File: config.mk
export PLATFORM = sky130hd
export DESIGN_NAME = tsfl_front
export DESIGN_NICKNAME = d
export VERILOG_FILES = /design/src/hw/rtl/tail_servo_force_linearizer_macros.svh /design/src/hw/rtl/tsfl_pkg.sv /design/src/hw/rtl/tsfl_front.sv
export SDC_FILE = /design/constraint.sdc
export NUM_CORES = 1
export LEC_CHECK = 0
export BUFFER_PORTS_ARGS = -buffer_cell sky130_fd_sc_hd__buf_2
export CAP_MARGIN = 20
export CORE_MARGIN = 3
export CORE_UTILIZATION = 53
export CTS_BUF_LIST = sky130_fd_sc_hd__clkbuf_2
export DETAILED_ROUTE_END_ITERATION = 12
export HOLD_SLACK_MARGIN = 0.06
export PLACE_DENSITY_LB_ADDON = 0.2
export SLEW_MARGIN = 0
export SYNTH_ARGS = -nofsm -noshare
export SYNTH_HDL_FRONTEND = slang
export SYNTH_SLANG_ARGS = --single-unit
export TNS_END_PERCENT = 50
File: constraint.sdc
create_clock -name clk -period 4.2 [get_ports clk]
set_input_delay 0.21 -clock clk [delete_from_list [all_inputs] [get_ports clk]]
set_output_delay 0.21 -clock clk [all_outputs]
set_load 0.05 [all_outputs]
File: src/hw/rtl/tail_servo_force_linearizer_macros.svh
// Assertion macros shared by the tail servo force linearizer RTL.
`ifndef TAIL_SERVO_FORCE_LINEARIZER_MACROS_SVH
`define TAIL_SERVO_FORCE_LINEARIZER_MACROS_SVH
`ifndef SYNTHESIS
`define TSFL_CHECK(lbl, prop) \
  lbl: assert property (@(posedge clk) disable iff (!rst_n) prop) \
    else $error("tsfl check failed");
`define TSFL_CHECK_NEXT(lbl, pre, post) \
  lbl: assert property (@(posedge clk) disable iff (!rst_n) (pre) |=> (post)) \
    else $error("tsfl sequence check failed");
`else
`define TSFL_CHECK(lbl, prop)
`define TSFL_CHECK_NEXT(lbl, pre, post)
`endif
`endif

File: src/hw/rtl/tsfl_pkg.sv
// Types and constants shared by the tail servo force linearizer modules.
package tsfl_pkg;

  localparam logic [2:0] REG_PWM_LOW    = 3'd0;
  localparam logic [2:0] REG_PWM_CENTER = 3'd1;
  localparam logic [2:0] REG_PWM_HIGH   = 3'd2;
  localparam logic [2:0] REG_TRAVEL     = 3'd3;
  localparam logic [2:0] REG_PEAK_FORCE = 3'd4;

  localparam int DIV_DW = 50;
  localparam int DIV_SW = 34;

  localparam logic [7:0]  DEG_BASE  = 8'd40;
  localparam logic [23:0] ANGLE_MIN = 24'd2621440;
  localparam logic [23:0] ANGLE_MID = 24'd5898240;
  localparam logic [23:0] ANGLE_MAX = 24'd9175040;

  typedef enum logic [1:0] {
    KIND_WRITE,
    KIND_FAULT,
    KIND_CORRECT
  } kind_t;

  typedef struct packed {
    logic [15:0] pwm_low_end;
    logic [15:0] pwm_center;
    logic [15:0] pwm_high_end;
    logic [13:0] servo_travel;
    logic [30:0] peak_yaw_force;
  } cfg_t;

  typedef struct packed {
    kind_t              kind;
    logic [6:0]         idx;
    logic signed [31:0] force_val;
    logic [15:0]        cmd;
    logic signed [16:0] range;
  } entry_t;

  typedef enum logic [3:0] {
    S_IDLE,
    S_MUL1,
    S_DIV1,
    S_WAIT1,
    S_FCK,
    S_LCK,
    S_SRD,
    S_SCK,
    S_GLO,
    S_GHI,
    S_WAIT2,
    S_MAP,
    S_MUL2,
    S_DIV3,
    S_WAIT3,
    S_DONE
  } back_state_t;

endpackage

File: src/hw/rtl/tsfl_front.sv
// Front end: accepts input items and classifies them for the back end.
module tsfl_front #(
  parameter int CURVE_ENTRIES = 100
) (
  input  logic                   clk,
  input  logic                   rst_n,
  input  tsfl_pkg::cfg_t         cfg,
  input  logic                   in_valid,
  output logic                   in_ready,
  input  logic                   in_req_type,
  input  logic [6:0]             in_curve_index,
  input  logic signed [31:0]     in_curve_force,
  input  logic [15:0]            in_servo_command,
  output logic                   q_valid,
  input  logic                   q_ready,
  output tsfl_pkg::entry_t       q_data
);
  logic              vld_r, vld_nxt;
  tsfl_pkg::entry_t  ent_r, ent_nxt;
  logic              accept;
  logic              drop;
  logic              mm, below;
  logic signed [16:0] range;

  assign accept = in_valid && in_ready;
  assign in_ready = !vld_r || q_ready;

  always_comb begin
    mm    = cfg.pwm_low_end < cfg.pwm_high_end;
    below = in_servo_command < cfg.pwm_center;
    if (below == mm) begin
      range = $signed({1'b0, cfg.pwm_center}) - $signed({1'b0, cfg.pwm_low_end});
    end else begin
      range = $signed({1'b0, cfg.pwm_high_end}) - $signed({1'b0, cfg.pwm_center});
    end
    ent_nxt.idx       = in_curve_index;
    ent_nxt.force_val = in_curve_force;
    ent_nxt.cmd       = in_servo_command;
    ent_nxt.range     = range;
    drop = 1'b0;
    if (!in_req_type) begin
      ent_nxt.kind = tsfl_pkg::KIND_WRITE;
      drop = ({1'b0, in_curve_index} >= 8'(CURVE_ENTRIES));
    end else if (range == '0 || cfg.servo_travel == '0) begin
      ent_nxt.kind = tsfl_pkg::KIND_FAULT;
    end else begin
      ent_nxt.kind = tsfl_pkg::KIND_CORRECT;
    end
  end

  always_comb begin
    vld_nxt = vld_r;
    if (vld_r && q_ready) begin
      vld_nxt = 1'b0;
    end
    if (accept) begin
      vld_nxt = !drop;
    end
  end

  always_ff @(posedge clk) begin
    if (!rst_n) begin
      vld_r <= 1'b0;
    end else begin
      vld_r <= vld_nxt;
    end
  end

  always_ff @(posedge clk) begin
    if (accept) begin
      ent_r <= ent_nxt;
    end
  end

  assign q_valid = vld_r;
  assign q_data  = ent_r;
endmodule

==> results.md <==
* H-Tree Depth at 3
* Synth Cell Area at 0.005071 mm^2
* Pwr dens at 334.4 mW/mm^2
* Clock sink total at 75
* Average footprint of a synthesized cell at 10.81 um^2
* Number of global-route vias before repair at 4656
* Number of failing setup endpoints in the final timing report at 0
* FILL cells at 705
* Number of buffer and inverter instances along the worst setup path at 2
* Most area-hungry cell type in the Yosys netlist: sky130_fd_sc_hd__edfxtp_1
* Final Hold Fails at 0
* Power Internal at 1.434 mW
* Reg-to-Reg Start: q_valid
* CP cell instances: dlygate4sd3_1 -> buf_2 -> ha_1 -> fa_1 -> nor2b_1 -> o2111ai_1 -> a211o_1 -> a21boi_0 -> o211ai_1 -> or4_1 -> o41a_1 -> o41ai_1 -> and2_1
* Final sum of negative setup slack at 0 ns
* HPWL reported at the end of detailed placement at 11.28 mm
* Worst Min Path Start: cfg[61]
* Most used flip-flop cell after synthesis: sky130_fd_sc_hd__edfxtp_1
* Max cap viols at 0
* Maximum clock skew at final layout at 0.02669 ns
* Clk root buf: sky130_fd_sc_hd__clkbuf_2
* Detail Route Antenna Nets at 0
* FMAX at 290.8 MHz
* Pin count of the biggest net entering global routing at 75
* Number of antenna violations at the first check in global routing at 2
* Proportion of power drawn by flip-flops and latches at 0.400
* Most frequent cell after synthesis: sky130_fd_sc_hd__edfxtp_1
* CP Data Required Time at 4.56 ns
* Share of the clock period used by the worst path after layout at 0.8187
* Number of buffers inserted during clock tree synthesis at 9
* RSZ-0062 raised after global routing: false
* Vias per Instance at 5.575
* Total of flip-flops plus latches after synthesis at 75
* Xor and xnor area share after synthesis at 0.03602
* Final net count at 946
* IO Port Bufs at 197
* Switch share at 0.3824
* Category of the critical setup timing path: primary input to flop
* Clk buf depth at 2
* Register Area at 0.002242 mm^2
* Total congestion overflow after global routing at 0
* Cells after synthesis at 469
* Switching power at 0.8881 mW
* Number of primary I/O pins at 229
* Worst hold path class: primary input to flop
* Power share of the combinational group at 0.385
* Die X at 103.8 um
* Maximum net fanout on the critical path at 3
* Placeable core area at 0.009284 mm^2
* Initial DRC Count at 382
* Peak ir drop on the vdd network at 147.5 uV
* Worst-path clk slew at 0.27 ns
* Transition time of the tightest slew-check pin at 0.9504 ns
* Floorplan die height at 103.8 um
* Share of final-layout standard cells stronger than drive strength 1 at 0.3147
* Outcome: finished, final reports clean
* Static Leak at 3.282 nW
* Clock insertion delay at the later pin of the skew report at 0.50 ns
* Signal arrival time at the worst endpoint at 3.80 ns
* Number of vias in the routed layout at 4828
* Area growth from synthesis to layout at 36.94%
* Combinational family with the most area after synthesis: compound AO/OA/AOI/OAI gates
* Initial Util at 0.5462
* DIE AREA at 0.01078 mm^2
* Launching element type of the critical path: primary input
* Drt first pass iters at 7
* Wire length of the first global-routing pass at 24.76 mm
* Mux share of post-synthesis cell area at 0.02739
* Area share of the leading cell type in the synthesized netlist at 0.4382
* Combined area of the multi-input logic cells at 0.002592 mm^2
* Max transition margin at 0.3664
* Number of flops mapped to enable cells by yosys at 74
* Endpoint class of the critical path: flop
* Final weighted congestion in routability-driven placement at 0.8870
* Count of cell types in the netlist at 64
* Most frequent cells after synthesis: sky130_fd_sc_hd__edfxtp_1, sky130_fd_sc_hd__ha_1, sky130_fd_sc_hd__inv_1, sky130_fd_sc_hd__a21oi_1, sky130_fd_sc_hd__nand2_1
* Start point of the critical path: cfg[77]
* Number of pins exceeding their max-slew limit in the final report at 0
* Row count at 35
* Part of the total power dissipated in the clock network at 0.215
* Overall fraction of global-route tracks in use at 0.2903
* Cell type of the slowest stage on the worst timing path: sky130_fd_sc_hd__dlygate4sd3_1
* CTS tree: yes
* Compound-cell area share of the yosys netlist at 0.1759
* Final setup margin at 0.7615 ns
* Kind of cell adding the most delay to the critical path: compound AO/OA/AOI/OAI gates
* Post-synthesis share of cell area spent on and, or, nand and nor gates at 0.1105
* Remaining routing DRC violations at 0
* Ranking of synthesized cells by area: sky130_fd_sc_hd__edfxtp_1, sky130_fd_sc_hd__ha_1, sky130_fd_sc_hd__inv_1
* Wirelength per Cell at 18.45 um
* Min Clock Period, post-route at 3.438 ns
* Net count after synthesis at 686
* Share of synthesized cell area in full adder, half adder and majority cells at 0.1609
* Wire length after detailed routing at 15.98 mm
* Peak per-stage delay on the critical path at 0.53 ns
* Proportion of synthesized chip area in sequential cells at 0.4421
* Async S/R FF share, synth at 0
* Synth warnings at 0
* Pre-CTS setup slack at 0.7520 ns
==> power by group through the flow <==
stage                     Combinational [mW]  Clock, mW  Sequential, mW
after floorplan                        0.375          0            1.17
after global placement                 0.817          0           0.940
after detailed placement               0.834          0           0.943
after CTS                              0.881      0.499           0.925
after global routing                   0.960      0.541           0.935
final                                  0.893      0.500           0.929
==> routing by layer <==
layer | track usage | vias to the layer above | wire, um
met5 | 0 | - | 0
li1 | - | 2314 | -
met1 | 0.3768 | 2257 | 6851
met3 | 0.05981 | 32 | 1035
met2 | 0.4884 | 225 | 7627
met4 | 0.09117 | 0 | 463
==> state kept, by name (all words and copies together), names as in the netlist <==
signal and flops:
q_data 74, q_valid 1
==> per-stage QoR <==
stage / area, um^2 / utilization / cells / power (mW) / hold slack (ns)
finish: 6944 / 0.7480 / 866 / 2.322 / 0.2067
global placement: 6196 / 0.6674 / 788 / 1.758 / 0.3877
floorplan: 5071 / - / 469 / 1.549 / 0.3089
CTS: 6937 / 0.7472 / 863 / 2.304 / 0.1282
global route: 6944 / 0.7480 / 866 / 2.436 / 0.1450
detailed placement: 6196 / 0.6674 / 788 / 1.776 / 0.3888
==> path summary, 6_finish.rpt <==
check,cells after the start,slack (ns),end
max,13,0.76,q_data[72]
min,3,0.21,q_data[0]
max reg2reg,2,2.50,q_data[37]
min reg2reg,2,1.22,q_data[68]
==> tightest hold or removal path, cell delays in order <==
cell,delay [ns]
sky130_fd_sc_hd__buf_2,0.11
sky130_fd_sc_hd__ha_1,0.18
sky130_fd_sc_hd__mux2i_1,0.09
==> logic make-up (layout without fill, tap and decap cells) <==
family | after synthesis | count (layout)
other cells | 0 | 3
mux | 13 | 13
fa+ha+maj | 64 | 64
compound gates | 128 | 128
xor+xnor | 20 | 20
flops | 75 | 75
buf+inv | 63 | 328
simple gates | 106 | 106
==> timing repair <==
item,4_1_cts,5_1_grt
resized for setup,0,0
buffers inserted,0,0
hold buffers,59,0
endpoints found under the hold margin,59,0
==> placed cells by master (no fill, tap or decap), types with 4 or more instances in the layout <==
cell and instances:
sky130_fd_sc_hd__inv_1 54, sky130_fd_sc_hd__dlygate4sd3_1 59, sky130_fd_sc_hd__nor4_1 7, sky130_fd_sc_hd__nand2_1 23, sky130_fd_sc_hd__o21ai_0 18, sky130_fd_sc_hd__buf_2 197
sky130_fd_sc_hd__mux2_2 7, sky130_fd_sc_hd__clkbuf_2 9, sky130_fd_sc_hd__a211oi_1 4, sky130_fd_sc_hd__a21oi_1 31, sky130_fd_sc_hd__xnor2_1 11, sky130_fd_sc_hd__nand2b_1 5
sky130_fd_sc_hd__nor2b_1 4, sky130_fd_sc_hd__ha_1 62, sky130_fd_sc_hd__nor3_1 8, sky130_fd_sc_hd__o21a_1 9, sky130_fd_sc_hd__o21bai_1 5, sky130_fd_sc_hd__nand4_1 11
sky130_fd_sc_hd__o31ai_1 4, sky130_fd_sc_hd__nor2_1 19, sky130_fd_sc_hd__xor2_1 8, sky130_fd_sc_hd__edfxtp_1 74, sky130_fd_sc_hd__mux2i_1 6, sky130_fd_sc_hd__nand3_1 8
sky130_fd_sc_hd__a21o_1 16
==> layout make-up <==
cell class                      instances  share of cell area
Sequential cell                        75              0.3229
Antenna cell                            3            0.001081
Tap cell                              129             0.02324
Timing Repair Buffer                  257              0.2281
Clock buffer                            9            0.006486
Multi-Input combinational cell        331              0.3733
Inverter                               55             0.02973
Clock inverter                          7             0.01514
Note: power is estimated with default switching activity, not from simulation.
