### src/hw/rtl/tail_servo_force_linearizer_macros.svh
// Assertion macros shared by the tail servo force linearizer RTL.
`ifndef TAIL_SERVO_FORCE_LINEARIZER_MACROS_SVH
`define TAIL_SERVO_FORCE_LINEARIZER_MACROS_SVH
`ifndef SYNTHESIS
`define TSFL_CHECK(lbl, prop) \
  lbl: assert property (@(posedge clk) disable iff (!rst_n) prop) \
    else $error("tsfl check failed");
`define TSFL_CHECK_NEXT(lbl, pre, post) \
  lbl: assert property (@(posedge clk) disable iff (!rst_n) (pre) |=> (post)) \
    else $error("tsfl sequence check failed");
`else
`define TSFL_CHECK(lbl, prop)
`define TSFL_CHECK_NEXT(lbl, pre, post)
`endif
`endif

### src/hw/rtl/tsfl_pkg.sv
// Types and constants shared by the tail servo force linearizer modules.
package tsfl_pkg;

  localparam logic [2:0] REG_PWM_LOW    = 3'd0;
  localparam logic [2:0] REG_PWM_CENTER = 3'd1;
  localparam logic [2:0] REG_PWM_HIGH   = 3'd2;
  localparam logic [2:0] REG_TRAVEL     = 3'd3;
  localparam logic [2:0] REG_PEAK_FORCE = 3'd4;

  localparam int DIV_DW = 50;
  localparam int DIV_SW = 34;

  localparam logic [7:0]  DEG_BASE  = 8'd40;
  localparam logic [23:0] ANGLE_MIN = 24'd2621440;
  localparam logic [23:0] ANGLE_MID = 24'd5898240;
  localparam logic [23:0] ANGLE_MAX = 24'd9175040;

  typedef enum logic [1:0] {
    KIND_WRITE,
    KIND_FAULT,
    KIND_CORRECT
  } kind_t;

  typedef struct packed {
    logic [15:0] pwm_low_end;
    logic [15:0] pwm_center;
    logic [15:0] pwm_high_end;
    logic [13:0] servo_travel;
    logic [30:0] peak_yaw_force;
  } cfg_t;

  typedef struct packed {
    kind_t              kind;
    logic [6:0]         idx;
    logic signed [31:0] force_val;
    logic [15:0]        cmd;
    logic signed [16:0] range;
  } entry_t;

  typedef enum logic [3:0] {
    S_IDLE,
    S_MUL1,
    S_DIV1,
    S_WAIT1,
    S_FCK,
    S_LCK,
    S_SRD,
    S_SCK,
    S_GLO,
    S_GHI,
    S_WAIT2,
    S_MAP,
    S_MUL2,
    S_DIV3,
    S_WAIT3,
    S_DONE
  } back_state_t;

endpackage

### src/hw/rtl/tsfl_queue.sv
// Two-entry queue between front end and back end.
module tsfl_queue (
  input  logic             clk,
  input  logic             rst_n,
  input  logic             in_valid,
  output logic             in_ready,
  input  tsfl_pkg::entry_t in_data,
  output logic             out_valid,
  input  logic             out_ready,
  output tsfl_pkg::entry_t out_data
);
  tsfl_pkg::entry_t ent_r [2];
  logic       wp_r, wp_nxt;
  logic       rp_r, rp_nxt;
  logic [1:0] cnt_r, cnt_nxt;
  logic       push, pop;

  assign in_ready  = (cnt_r != 2'd2);
  assign out_valid = (cnt_r != 2'd0);
  assign out_data  = ent_r[rp_r];
  assign push = in_valid && in_ready;
  assign pop  = out_valid && out_ready;

  always_comb begin
    wp_nxt  = push ? ~wp_r : wp_r;
    rp_nxt  = pop ? ~rp_r : rp_r;
    cnt_nxt = cnt_r + {1'b0, push} - {1'b0, pop};
  end

  always_ff @(posedge clk) begin
    if (!rst_n) begin
      wp_r  <= 1'b0;
      rp_r  <= 1'b0;
      cnt_r <= 2'd0;
    end else begin
      wp_r  <= wp_nxt;
      rp_r  <= rp_nxt;
      cnt_r <= cnt_nxt;
    end
  end

  always_ff @(posedge clk) begin
    if (push) begin
      ent_r[wp_r] <= in_data;
    end
  end
endmodule

### config.mk
export PLATFORM = sky130hd
export DESIGN_NAME = tsfl_queue
export DESIGN_NICKNAME = d
export VERILOG_FILES = /design/src/hw/rtl/tail_servo_force_linearizer_macros.svh /design/src/hw/rtl/tsfl_pkg.sv /design/src/hw/rtl/tsfl_queue.sv
export SDC_FILE = /design/constraint.sdc
export NUM_CORES = 1
export LEC_CHECK = 0
export ABC_AREA = 1
export BUFFER_PORTS_ARGS = -buffer_cell sky130_fd_sc_hd__buf_2
export CORE_MARGIN = 3
export CORE_UTILIZATION = 40
export CTS_BUF_LIST = sky130_fd_sc_hd__clkbuf_4 sky130_fd_sc_hd__clkbuf_8
export CTS_CLUSTER_DIAMETER = 120
export DETAILED_ROUTE_END_ITERATION = 10
export SLEW_MARGIN = 40
export SYNTH_ARGS = -nofsm -noshare
export SYNTH_HDL_FRONTEND = slang
export SYNTH_SLANG_ARGS = --single-unit
export TNS_END_PERCENT = 20
### constraint.sdc
create_clock -name clk -period 9.18 [get_ports clk]
set_input_delay 0.918 -clock clk [delete_from_list [all_inputs] [get_ports clk]]
set_output_delay 0.918 -clock clk [all_outputs]
set_load 0.1 [all_outputs]
==> summary.md, run 1 <==
| Metric | Value |
|---|---|
| Outcome | completed |
| Critical Path RT | slightly above 8 ns |
| Period minus WS final | between 3 and 4 ns |
| Worst-path cell chain | buf_4, mux2_4, buf_2 |
| Area contributors post-synth | edfxtp_1, mux2_4, mux2_2 |
| Clock sink total | about 150 |
| Final Hold Slack | about 0.52 ns |
| Area of the multi-input gates | around 0.0012 mm² |
| Vias per cell | 4.66 |
| Level count of the clock H-tree | 4 |
| Max Fclk | approximately 280 MHz |
| Setup slack, reg-to-reg | around 7.0 ns |
| Clock Latency Late Sink | around 0.43 ns |
| Adder-Cell Fraction of Synth Area | 0.00429 |
| Crit-path max FO | 40 |
| Cells after synthesis | roughly 270 |
| Area growth syn-to-layout | 23.9% |
| Delay of the slowest critical-path stage | between 0.7 and 0.8 ns |
| Yosys reg bits | around 150 |
| Antenna diodes | 0 |
| First-pass GRT wire length | around 16000 µm |
| Max-cap check violation count | 0 |
| Worst setup SP type | register |
| Die H | 127 µm |
| Crit-path leading delay family | buffers and inverters |
| Gr ovfl total | 0 |
| GPL Wtd Cong | 0.756 |
| Synth Area per Inst | between 20 and 25 µm² |
| Worst Skew | ~0.0077 ns |
| Final count of pins violating max slew | 0 |
| Number of post-CTS setup repair buffers | 0 |
| CTS buffer count | 17 |
| Final #Nets | 515 |
| Tcrit/Tclk final | 0.389 |
| Commonest cells in the netlist | edfxtp_1, mux2_4, mux2_2 |
| Worst path buffer plus inverter count | 2 |
| Synthesized net count | approximately 350 |
| Post-synthesis sequential area ratio | 0.780 |
| Drt initial violations | 199 |
| Router iterations before antenna repair | 4 |
| Finished Layout Cells | 626 |
| Crit. End Element | primary output |
| Fillers | ~1.2k |
| CTS root buffer | clkbuf_8 |
| Setup-failing EPs final | 0 |
| Site row count | 43 |
| Worst R2R End | ent_r[1][3] |
| Slew @ Worst Pin | 0.696 ns |
| Post-synthesis mux area share | 0.182 |
| CTS max path bufs | 2 |
| I/O Pins | around 150 |
| CP max stage cell | dfxtp_4 |
| RSZ-0062 raised after global routing | false |
| Mapped Area | about 0.006 mm² |
| Core Area | ~0.014 mm² |
| Relative slew slack | 0.536 |
| Synth warn | 0 |
| Number of global-route vias before repair | a little over 3k |
| Cell type with the largest total area after synthesis | edfxtp_1 |
| Clock slew at reported path FFs | roughly 0.070 ns |
| Reg2reg start | cnt_r[0] |
| Largest net degree at the start of global routing | 41 |
| Count leader, synth | edfxtp_1 |
| Xor-xnor portion of the synthesized cell area | 0 |
| DRC Markers | 0 |
| WL/cell | between 15 and 20 µm |
| Hold Crit Class | register to register |
| Setup TNS | 0 ns |
| DR vias | roughly 2.9k |
| HPWL after DPL | approximately 7000 µm |
| Ys flop type | edfxtp_1 |
| Crit Path Class | register to primary output |
| Share of cells above drive strength 1 | 0.585 |
| Post-placement cell count | 596 |
| Count of different cell masters after synthesis | 12 |
| Number of synthesized flops with an enable pin | approximately 150 |
| Hold Buf Count CTS | 0 |
| Initial Util | 0.415 |
| Tot GR Track Use | 0.133 |
| HP Start | rp_r |
| Synth Area in Compound Gates | 0.00172 |
| Post_cts resized | 0 |
| Initial antenna violation count | 0 |
| Reg area | between 0.004 and 0.005 mm² |
| Hold Vio Cnt, Final | 0 |
| CP Depth | 3 |
| CTS tree | built |
| DRT Wirelength | approximately 10000 µm |
| Main combinational cell family by area after synthesis | multiplexers |
| Share of the synthesized area in the top cell type | 0.763 |
| Die area | about 0.016 mm² |
| Port Buf Inserts | about 150 |
| Crit path DAT | ~2.7 ns |
| Die X | around 130 µm |
| Post-Synth Simple-Gate Area | 0.0135 |
| Cell depth of the worst hold path | 2 |
| Post-synth ARST share | 0 |
| Worst R2R Path Depth | 5 |
| DRT antenna net count | 0 |
==> metal layers <==
metal / vias to the layer above / track usage / share of wire
met5: - / 0 / 0
met4: 0 / 0.0454 / 0.0080
li1: 1362 / - / -
met2: 117 / 0.213 / 0.49
met3: 7 / 0.0585 / 0.080
met1: 1434 / 0.160 / 0.42
==> stage by stage <==
stage                     utilization  setup slack [ns]  area [µm²]
after CTS                       0.514              5.51        7220
final                           0.514              5.61        7220
after global routing            0.514              5.41        7220
after floorplan                     -              4.30        5830
after global placement          0.482              6.02        6770
after detailed placement        0.486              6.02        6820
==> flip-flops by register name, indices dropped and copies added (netlist names), named ones only <==
| register | count |
|---|---|
| wp_r | 1 |
| cnt_r | 2 |
| rp_r | 1 |
| ent_r | 148 |
==> cells in the final DEF, fill, tap and decap left out, drive strengths merged, types with 3 or more instances in the layout <==
cell / synthesis / final
bufinv: 0 / 4
nor2: 8 / 8
mux2: 74 / 74
nand2: 9 / 9
inv: 7 / 6
nand3: 3 / 3
clkinv: 0 / 10
edfxtp: 148 / 148
buf: 8 / 158
dfxtp: 5 / 5
clkbuf: 0 / 17
==> how the worst max path moves through the flow <==
stage | startpoint | end | slack (ns)
3_5_place_dp | register | out_data[3] | 6.02
2_1_floorplan | cnt_r[0] | ent_r[0][0] | 4.30
4_1_cts | register | out_data[3] | 5.51
6_report | register | out_data[72] | 5.61
3_3_place_gp | register | out_data[3] | 6.02
5_1_grt | register | out_data[3] | 5.41
==> worst register-to-register path, stage by stage (launching register included) <==
cell	delay (ns)
dfxtp_1	0.36
inv_1	0.06
nand2_1	0.11
nand3_1	0.12
clkinv_2	0.49
buf_4	0.59
==> cell families after synthesis <==
group / count (synthesis)
AOI/OAI and AO/OA: 2
adders and majority gates: 2
DFF: 153
buffers and inverters: 15
muxes: 74
and+or+nand+nor: 20
==> layout make-up <==
cell class              instances  share of cell area
clock buffers                  17              0.0324
clock inverters                13              0.0222
inverters                       7             0.00381
multi-input cells              98               0.163
flip-flops and latches        153               0.630
well taps                     180              0.0312
repair buffers                158               0.117
Power of run 1 is left out: the tool's default activity adds up to more than one toggle a clock period on the data nets, which glitch-free logic cannot reach.
==> run 2: changes to the inputs <==
--- a/config.mk
+++ b/config.mk
@@ -5,7 +5,7 @@
 export SDC_FILE = /design/constraint.sdc
 export NUM_CORES = 1
 export LEC_CHECK = 0
-export ABC_AREA = 1
+export ABC_AREA = 0
 export BUFFER_PORTS_ARGS = -buffer_cell sky130_fd_sc_hd__buf_2
 export CORE_MARGIN = 3
 export CORE_UTILIZATION = 40
==> constraint.sdc (replaced) <==
create_clock -name clk -period 3.4 [get_ports clk]
set_input_delay 0.34 -clock clk [delete_from_list [all_inputs] [get_ports clk]]
set_output_delay 0.34 -clock clk [all_outputs]
set_load 0.1 [all_outputs]
==> summary.md, run 2 <==
| Metric | Value |
|---|---|
| Share of cells above drive strength 1 | 0.609 (+0.0240) |
| Synth warn | 0 (unchanged) |
| Synthesized net count | 334 (-3.5%) |
| Clock Latency Late Sink | 0.43 ns (about the same) |
| Biggest register | ent_r |
| Worst setup SP type | register |
| Die H | 127 µm (about the same) |
| Area growth syn-to-layout | 23.0% |
| Crit. End Element | primary output |
| Post-synth ARST share | 0 (unchanged) |
| Finished Layout Cells | 615 (-1.8%) |
| DRT antenna net count | 0 (unchanged) |
| Drt initial violations | 174 (-13%) |
| Die area | 0.0160 mm² (-0.10%) |
| CTS max path bufs | 2 (unchanged) |
| Xor-xnor portion of the synthesized cell area | 0.00451 (+0.00451) |
| HPWL after DPL | 6770 µm (-2.8%) |
| Port Buf Inserts | 153 (unchanged) |
| Tcrit/Tclk final | 0.764 |
| Number of synthesized flops with an enable pin | 148 (unchanged) |
| Number of post-CTS setup repair buffers | 0 (unchanged) |
| Vias per cell | 4.62 (-0.97%) |
| Yosys reg bits | 153 (unchanged) |
| Crit-path max FO | 34 (-15%) |
| DR vias | 2841 (-2.7%) |
| Post-synthesis sequential area ratio | 0.781 (+0.000838) |
| Gr ovfl total | 0 (unchanged) |
| Cells after synthesis | 254 (-4.5%) |
| CTS buffer count | 17 (unchanged) |
| Synth Area per Inst | 22.9 µm² (+4.6%) |
| Design area | 0.00716 mm² (-0.85%) |
| Critical Path RT | 3.06 ns (-5.20 ns) |
| Core Area | 0.0140 mm² (unchanged) |
| Worst Skew | 0.00886 ns (+0.00121 ns) |
| Ys flop type | edfxtp_1 |
| Share of the synthesized area in the top cell type | 0.764 (+0.000820) |
| Slew @ Worst Pin | 0.659 ns (-0.0366 ns) |
| Outcome | completed |
| Tot GR Track Use | 0.130 (-0.00296) |
| Hold Buf Count CTS | 0 (unchanged) |
| DRC Markers | 0 (unchanged) |
| Crit Path Class | register to primary output |
| Adder-Cell Fraction of Synth Area | 0.00430 (+0.00000462) |
| GPL Wtd Cong | 0.691 (-8.7%) |
| Biggest regs | ent_r x148, cnt_r x2 |
| Commonest cells in the netlist | edfxtp_1, mux2_4, mux2_2 |
| Setup-failing EPs final | 0 (unchanged) |
| Post_cts resized | 0 (unchanged) |
| Hold Vio Cnt, Final | 0 (unchanged) |
| Initial antenna violation count | 0 (unchanged) |
| Commonest non-fill, non-tap cell in the layout | buf_2 |
| Clock slew at reported path FFs | 0.08 ns (about the same) |
| Initial Util | 0.415 (-0.000446) |
| Post-layout util | 0.510 (-0.00437) |
| Antenna diodes | 0 (unchanged) |
| Number of global-route vias before repair | 3022 (-3.1%) |
| RSZ-0062 raised after global routing | false |
| Post-Synth Simple-Gate Area | 0.0105 (-0.00299) |
| Cell type with the largest total area after synthesis | edfxtp_1 |
| Max Fclk | a little under 400 MHz |
| Post-synthesis mux area share | 0.184 (+0.00191) |
| I/O Pins | 154 (unchanged) |
| DRT Wirelength | 10100 µm (-3.3%) |
| Dpl cell area | 0.00681 mm² (-0.18%) |
| First-pass GRT wire length | 15700 µm (-1.4%) |
| Crit path DAT | 2.26 ns (-0.39 ns) |
| Period minus WS final | around 2.6 ns |
| Final count of pins violating max slew | 0 (unchanged) |
| WL/cell | 16.4 µm (-1.5%) |
| Clock sink total | 153 (unchanged) |
| CTS tree | built |
| Setup TNS | 0 ns (unchanged) |
| Relative slew slack | 0.561 (+0.0244) |
| Hold Crit Class | input pin to register |
| Count leader, synth | edfxtp_1 |
| Main combinational cell family by area after synthesis | multiplexers |
| Router iterations before antenna repair | 4 (unchanged) |
| Final #Nets | 502 (-2.5%) |
| CTS root buffer | clkbuf_8 |
| Max-cap check violation count | 0 (unchanged) |
| Post-placement cell count | 583 (-2.2%) |
| Level count of the clock H-tree | 4 (unchanged) |
| Synth Area in Compound Gates | 0.00129 (-0.000428) |
| Area contributors post-synth | edfxtp_1, mux2_4, mux2_2 |
| Count of different cell masters after synthesis | 18 (+6) |
| Commonest non-fill, non-tap cells in the layout | buf_2, edfxtp_1, mux2_4 |
| Largest net degree at the start of global routing | 63 (+54%) |
| Die X | 127 µm (about the same) |
| Mapped Area | 0.00582 mm² (-0.11%) |
| Site row count | 43 (unchanged) |
| Max reg flops | 148 (unchanged) |
run 2: layout make-up:
cell class / instances / area, µm²
multi-input combinational: 92 / 1200
inverter: 1 / 3.75
fill: 1171 / 6890
sequential: 153 / 4550
clock inverter: 15 / 111
tap: 180 / 225
timing repair buffer: 157 / 833
clock buffer: 17 / 234
run 2: worst paths after layout:
| path | startpoint | to | slack, ns | depth (start not counted) |
|---|---|---|---|---|
| worst max-delay path | register | out_data[8] | 0.80 | 3 |
| worst min-delay path | in_data[61] | ent_r[0][61] | 0.09 | 1 |
| worst max register to register | cnt_r[0] | ent_r[0][72] | 1.62 | 4 |
| worst min register to register | wp_r | wp_r | 0.53 | 2 |
run 2: worst max-delay path, cell delays in order (launching register included):
cell and delay, ns:
dfxtp_4 0.76, buf_4 0.38, mux2_2 0.36, buf_2 0.29
run 2: kinds of logic after synthesis:
logic type	count (synthesis)
fa+ha+maj	2
buf+inv	9
xor+xnor	3
simple gates	11
mux	75
flops	153
compound gates	1
run 2: per-stage QoR:
stage / setup WS (ns) / hold WS [ns]
final: 0.803 / 0.0881
after global placement: 1.26 / 0.516
after floorplan: -0.107 / 0.439
after detailed placement: 1.23 / 0.522
after CTS: 0.730 / 0.0451
after global routing: 0.660 / 0.0429
run 2: per-layer routing:
layer	vias up	global-route usage	share of wire
li1	1336	-	-
met1	1381	0.157	0.42
met2	110	0.201	0.47
met3	14	0.0598	0.091
met4	0	0.0549	0.019
met5	-	0	0
Power of run 2 is left out for the same reason.
